[config.mk]
export PLATFORM = sky130hd
export DESIGN_NAME = tlics_interp
export DESIGN_NICKNAME = d
export VERILOG_FILES = /design/src/sv/tlics_pkg.sv /design/src/sv/tlics_interp.sv
export SDC_FILE = /design/constraint.sdc
export NUM_CORES = 2
export LEC_CHECK = 0
export BUFFER_PORTS_ARGS = -buffer_cell sky130_fd_sc_hd__buf_2
export CORE_MARGIN = 3
export CORE_UTILIZATION = 41
export DETAILED_ROUTE_END_ITERATION = 10
export GPL_TIMING_DRIVEN = 0
export HOLD_SLACK_MARGIN = 0.1
export PLACE_DENSITY = 0.6
export SLEW_MARGIN = 20
export SYNTH_ARGS = -nofsm -noshare
export SYNTH_HDL_FRONTEND = slang
export SYNTH_SLANG_ARGS = --single-unit
export TNS_END_PERCENT = 20
[constraint.sdc]
create_clock -name aclk -period 31 [get_ports aclk]
set_input_delay 9.3 -clock aclk [delete_from_list [all_inputs] [get_ports aclk]]
set_output_delay 9.3 -clock aclk [all_outputs]
set_load 0.01 [all_outputs]
[src/sv/tlics_pkg.sv]
// ----------------------------------------------------------------------------
// tlics_pkg
// Shared types and constants of the two-level inverse CDF sampler: payload
// structs, operation and register codes, sequencer states and the request and
// response bundles of the interpolation unit.
// ----------------------------------------------------------------------------
package tlics_pkg;

    // Operation codes carried by an input transaction.
    localparam logic [1:0] OP_WR_COS   = 2'd0;
    localparam logic [1:0] OP_WR_EGRID = 2'd1;
    localparam logic [1:0] OP_WR_ECDF  = 2'd2;
    localparam logic [1:0] OP_SAMPLE   = 2'd3;

    // Configuration register indexes.
    localparam logic [1:0] REG_COS_POINTS    = 2'd0;
    localparam logic [1:0] REG_ENERGY_POINTS = 2'd1;
    localparam logic [1:0] REG_TABLES_READY  = 2'd2;
    localparam logic [1:0] REG_MIN_ENERGY    = 2'd3;

    // Reset values of the configuration registers.
    localparam logic [7:0]  COS_POINTS_RST    = 8'd120;
    localparam logic [8:0]  ENERGY_POINTS_RST = 9'd200;
    localparam logic [31:0] MIN_ENERGY_RST    = 32'd6554;

    // Fixed-point one in UQ1.32 and UQ1.16.
    localparam logic [32:0] ONE_Q32 = 33'h1_0000_0000;
    localparam logic [16:0] ONE_Q16 = 17'h1_0000;

    typedef struct packed {
        logic [1:0]  operation;
        logic [6:0]  cos_index;
        logic [7:0]  energy_index;
        logic [32:0] cdf_value;
        logic [31:0] grid_value;
        logic [31:0] rand_cos;
        logic [31:0] rand_energy;
    } in_item_t;

    typedef struct packed {
        logic [31:0] energy;
        logic [16:0] cos_theta;
        logic        fallback;
    } out_item_t;

    // Request to the shared interpolation unit.
    typedef struct packed {
        logic        start;
        logic [32:0] c0;
        logic [32:0] c1;
        logic [31:0] v0;
        logic [31:0] v1;
        logic [31:0] r;
    } interp_req_t;

    // Response of the shared interpolation unit.
    typedef struct packed {
        logic        done;
        logic [31:0] value;
    } interp_rsp_t;

    typedef enum logic [1:0] {
        IP_IDLE,
        IP_DIV,
        IP_MUL,
        IP_FIN
    } interp_state_t;

    typedef enum logic [3:0] {
        ST_IDLE,
        ST_WR,
        ST_CS_ADDR,
        ST_CS_CMP,
        ST_CL_ADDR,
        ST_CH_ADDR,
        ST_CH_DATA,
        ST_CI_WAIT,
        ST_ES_ADDR,
        ST_ES_CMP,
        ST_EL_ADDR,
        ST_EH_ADDR,
        ST_EH_DATA,
        ST_EI_WAIT,
        ST_OUT
    } seq_state_t;

endpackage

[src/sv/tlics_interp.sv]
// ----------------------------------------------------------------------------
// tlics_interp
// Shared interpolation unit: a bit-serial restoring divider forms the
// saturated fraction alpha, then one 32x32 multiplier scales the grid step.
// ----------------------------------------------------------------------------
module tlics_interp (
    input  logic                   aclk,
    input  logic                   aresetn,
    input  tlics_pkg::interp_req_t req,
    output tlics_pkg::interp_rsp_t rsp
);

    tlics_pkg::interp_state_t state_reg, state_next;

    logic [31:0] q_reg, q_next;
    logic [32:0] rem_reg, rem_next;
    logic [32:0] dv_reg, dv_next;
    logic [4:0]  cnt_reg, cnt_next;
    logic        sat_reg, sat_next;
    logic [31:0] v0_reg, v0_next;
    logic [31:0] v1_reg, v1_next;
    logic [63:0] prod_reg, prod_next;

    logic        r_le_c0;
    logic [31:0] diff;
    logic [32:0] dv_start;
    logic [33:0] rem2;
    logic        rem_ge;
    logic        up;
    logic [31:0] mag;
    logic [31:0] step;

    // Operand preparation at start and one divider step.
    always_comb begin
        r_le_c0  = {1'b0, req.r} <= req.c0;
        diff     = req.r - req.c0[31:0];
        dv_start = (req.c1 > req.c0) ? (req.c1 - req.c0) : tlics_pkg::ONE_Q32;
        rem2     = {rem_reg, 1'b0};
        rem_ge   = rem2 >= {1'b0, dv_reg};
        up       = v1_reg >= v0_reg;
        mag      = up ? (v1_reg - v0_reg) : (v0_reg - v1_reg);
        step     = sat_reg ? mag : prod_reg[63:32];
    end

    // Next state.
    always_comb begin
        state_next = state_reg;
        case (state_reg)
            tlics_pkg::IP_IDLE: begin
                if (req.start) begin
                    if (r_le_c0 || ({1'b0, diff} >= dv_start)) begin
                        state_next = tlics_pkg::IP_MUL;
                    end else begin
                        state_next = tlics_pkg::IP_DIV;
                    end
                end
            end
            tlics_pkg::IP_DIV: begin
                if (cnt_reg == 5'd31) begin
                    state_next = tlics_pkg::IP_MUL;
                end
            end
            tlics_pkg::IP_MUL: state_next = tlics_pkg::IP_FIN;
            tlics_pkg::IP_FIN: state_next = tlics_pkg::IP_IDLE;
            default:           state_next = tlics_pkg::IP_IDLE;
        endcase
    end

    // Datapath register updates.
    always_comb begin
        q_next    = q_reg;
        rem_next  = rem_reg;
        dv_next   = dv_reg;
        cnt_next  = cnt_reg;
        sat_next  = sat_reg;
        v0_next   = v0_reg;
        v1_next   = v1_reg;
        prod_next = prod_reg;
        case (state_reg)
            tlics_pkg::IP_IDLE: begin
                if (req.start) begin
                    v0_next  = req.v0;
                    v1_next  = req.v1;
                    q_next   = '0;
                    rem_next = {1'b0, diff};
                    dv_next  = dv_start;
                    cnt_next = '0;
                    sat_next = !r_le_c0 && ({1'b0, diff} >= dv_start);
                end
            end
            tlics_pkg::IP_DIV: begin
                rem_next = rem_ge ? 33'(rem2 - {1'b0, dv_reg}) : rem2[32:0];
                q_next   = {q_reg[30:0], rem_ge};
                cnt_next = cnt_reg + 5'd1;
            end
            tlics_pkg::IP_MUL: begin
                prod_next = q_reg * mag;
            end
            default: begin
            end
        endcase
    end

    // Outputs: the result is formed in the final cycle.
    always_comb begin
        rsp.done  = state_reg == tlics_pkg::IP_FIN;
        rsp.value = up ? (v0_reg + step) : (v0_reg - step);
    end

    always_ff @(posedge aclk) begin
        if (!aresetn) begin
            state_reg <= tlics_pkg::IP_IDLE;
        end else begin
            state_reg <= state_next;
        end
        q_reg    <= q_next;
        rem_reg  <= rem_next;
        dv_reg   <= dv_next;
        cnt_reg  <= cnt_next;
        sat_reg  <= sat_next;
        v0_reg   <= v0_next;
        v1_reg   <= v1_next;
        prod_reg <= prod_next;
    end

endmodule

* Word level (Yosys, flattened, before mapping) *
Cells that the tools add are included.

storage, ports and cells
  bits in registers = 234
  input port bits = 165
  output and inout port bits = 33
  logic and storage cells = 52

cells by class
  add/sub/neg operators = 8
  $mul = 1
  $lt $le $gt $ge = 5
  eq/ne operators = 6
  muxes and demuxes = 15
  reduce and logical (&&, ||, !) cells = 8

operators with widths
  operator               count
  $mux W32               4
  $sub A32 B32 Y32       4
  $mux W33               3
  $pmux W33 S2           1
  $sub A33 B33 Y33       2
  $mul A32 B32 Y64       1
  $pmux W32 S2           1
  $ge A34 B33 Y1         1
  $ge A32 B33 Y1         1
  $gt A33 B33 Y1         1
  $le A32 B33 Y1         1
  $add A32 B32 Y32       1
  $ge A32 B32 Y1         1
  $pmux W5 S2            1
  $pmux W2 S4            1
  $mux W2                3
  $reduce_and A2 Y1      3
  $add A5 B1 Y5 const B  1
  $eq A5 B5 Y1 const B   1
  $mux W5                1
  $eq A2 B2 Y1 const B   2
  $ne A2 B2 Y1 const B   2
  $eq A2 B1 Y1 const B   1
  $logic_not A2 Y1       1
  4 further kinds        4

* Depth between registers and ports, before layout *
  depth after elaboration = 7
  gate-level depth with buffers = 43

* Worst setup path before layout *
No wires, ideal clock.

  path type = register -> output
  start point = register v0_reg[27]
  end point = output rsp[31] (netlist bit)
  arrival = 7,011 ps
  slack = 14,689 ps
  stages on the path, launching flop included = 33
  path buffers = 4
  path through = edfxtp_1 -> inv_1 -> ha_1 -> buf_2 -> nand4_1 -> or4_4 -> or4_4 -> o221a_4 -> nand2_4 -> buf_6 -> buf_4 -> nand2_1 -> nand2_1 -> mux2i_1 -> ha_1 -> o221a_2 -> and2_1 -> buf_2 -> a21oi_1 -> xnor2_1 -> ha_1 -> a21oi_1 -> o21bai_1 -> o311ai_0 -> nor2_1 -> a2111oi_0 -> o31ai_1 -> a211o_1 -> a21o_1 -> a21oi_1 -> o21ai_0 -> a31oi_1 -> xnor2_1

RTL lines
  element                   RTL line             source
  start: declaration        tlics_interp.sv:20   logic [31:0] v0_reg, v0_next;
  start signal: assignment  tlics_interp.sv:121  v0_reg <= v0_next;
  end: declaration          tlics_interp.sv:10   output tlics_pkg::interp_rsp_t rsp

==> results.toml <==
[sta]
setup-tns-final_ps = 0
min_period_ps = 19270
fin_crit_sh = 0.6217
finalMaxSlewViolations = 0
rsz0062_at_grt = "false"
max_slew_margin = 0.1217
clock_skew_ps = 45.84
max_freq_mhz = 51.89
setup_violations = 0
tightest_slew_ps = 1317
hold_viol = 0

[floorplanning]
row_count = 130
die_w_um = 363.0
die_area_um2 = 131800
core-area_um2 = 126100
die_h_um = 363.0
start_util = 0.4145
ios = 198

[yosys]
ys_seq_area_frac = 0.1157
syn-num-nets = 7376
yosysWarnings = 0
synth_top_area_frac = 0.3452
synth_edf_count = 200
yosysUniqueCellTypes = 104
synth_area_per_cell_um2 = 8.979
synth_cells = 5819
syn_area_um2 = 52250
synth.most_common_cell = "inv_1"
async_flop_share = 0
ys_seq_elements = 202
synth_ff_type = "edfxtp_1"
ys_top_cells_by_area = "fa_1 35%, ha_1 12%, edfxtp_1 11%"
yosysTopAreaCell = "fa_1"
yosys-top-cells-count = "1,083 x inv_1, 901 x fa_1, 594 x nand2_1"

[worst_setup_path]
slowest_stage = "a2111oi_1"
max_stage_delay_ps = 930
end_kind = "output pin"
crit_fanout = 10
worstPathRequired_ps = 21700
startpoint_type = "register"
arrival_ps = 9970
r2r_cells = 39
path_class = "reg -> out"

[route]
drt_iter0_drc = 3460
wl_mm = 193.4
drt_pass1_iterations = 6
drc_errors = 0
ant_nets = 0
drt-wirelength-per-cell_um = 24.94
dr_total_vias = 42978
routed_via_density = 5.543

[final_layout]
syn_to_final_growth_pct = 8.343
layout-drive-gt1-share = 0.06115
final_nets = 7618

[min_path]
min_path_type = "reg -> reg"
min_path_cells = 2

[clocking]
cts_tree = "built"
clk_path_buf_depth = 3
holdBufCountCts = 0
postCtsResizedCells = 0
path_clk_slew_ps = 60
cts_max_level = 1
cts_setup_buffers = 0
cts_made_buffers = 28
worstSkewPairLatency_ps = 640
root_buffer = "clkbuf_16"
tritoncts_num_sinks = 202

[flow_run]
cap_violations = 0

[status]
status = "completed"

[grt]
antenna_found_initial = 17
gr-total-overflow = 0
grt_pass1_vias = 45193
grt_pass1_wl_mm = 287.2
grt_max_degree = 51
grtUsageTotal = 0.2942

[placement]
port-buffer-count = 197
gp_congestion = 0.9926
place_hpwl_mm = 162.1
[per-stage QoR]
step                      setup slack, ps  hold WS [ps]  instance area [µm²]    util  cells
final                               11730         511.0                56610  0.4491   7753
after global routing                10990         563.5                56570  0.4487   7736
after CTS                           11860         505.8                56540  0.4485   7732
after detailed placement            12590         497.9                55630  0.4413   7680
after global placement              12530         498.3                55300  0.4387   7666
after floorplan                     14690         469.0                52250       -   5819
[layout by cell type, fill, tap and decap left out, drive strengths merged, types with 29 or more instances in the layout]
cell    synthesis  layout
a211oi         29      29
a21o          149     149
a21oi         308     308
a31oi          29      29
and2          569     569
and3           71      71
buf            25     237
clkbuf        244     278
edfxtp        200     200
fa            901     901
ha            491     491
inv          1083    1085
nand2         596     596
nand2b         32      32
nand3          55      55
nand4          50      50
nor2          187     187
nor2b          60      60
nor3           49      49
o21a           40      40
o21ai         150     150
o21bai         49      49
xnor2         126     126
xor2           73      73
[final timing paths]
path | from | to | slack (ps)
worst min register to register | state_reg[1] | state_reg[1] | 510
worst max-delay path | v0_reg[17] | rsp[31] | 11730
worst max register to register | v0_reg[17] | prod_reg[63] | 17100
worst min-delay path | state_reg[1] | state_reg[1] | 510
[logic make-up after synthesis]
group / synth area share
xor gates and xnor gates: 0.03364
DFF: 0.1157
adders and majority gates: 0.4628
buffers and inverters: 0.09816
and+or+nand+nor: 0.1710
muxes: 0.006873
AOI/OAI and AO/OA: 0.1119
[per-layer routing]
metal / global-route usage / vias up / share of wire
met5: 0 / - / 0.00015
met4: 0.1580 / 4 / 0.065
met3: 0.05438 / 475 / 0.080
met2: 0.4824 / 1959 / 0.46
met1: 0.3687 / 21557 / 0.39
li1: - / 18983 / -
[critical path: cells and delay by family, from the launching register on]
kind | cells | cell delay [ps]
mux | 1 | 330
compound gates | 13 | 3910
buf+inv | 5 | 1290
simple gates | 8 | 1970
flops | 1 | 400
fa+ha+maj | 3 | 900
xor+xnor | 2 | 530
[layout make-up]
class,instances,area (µm²)
Antenna cell,20,50.05
Buffer,269,1066
Clock buffer,34,723.2
Clock inverter,18,180.2
Fill cell,12398,69450
Inverter,1084,4069
Multi-Input combinational cell,4264,41200
Sequential cell,202,6046
Tap cell,1650,2064
Timing Repair Buffer,212,1209
Power is left out: the tool's default activity adds up to more than one toggle a clock period on the data nets, which glitch-free logic cannot reach.
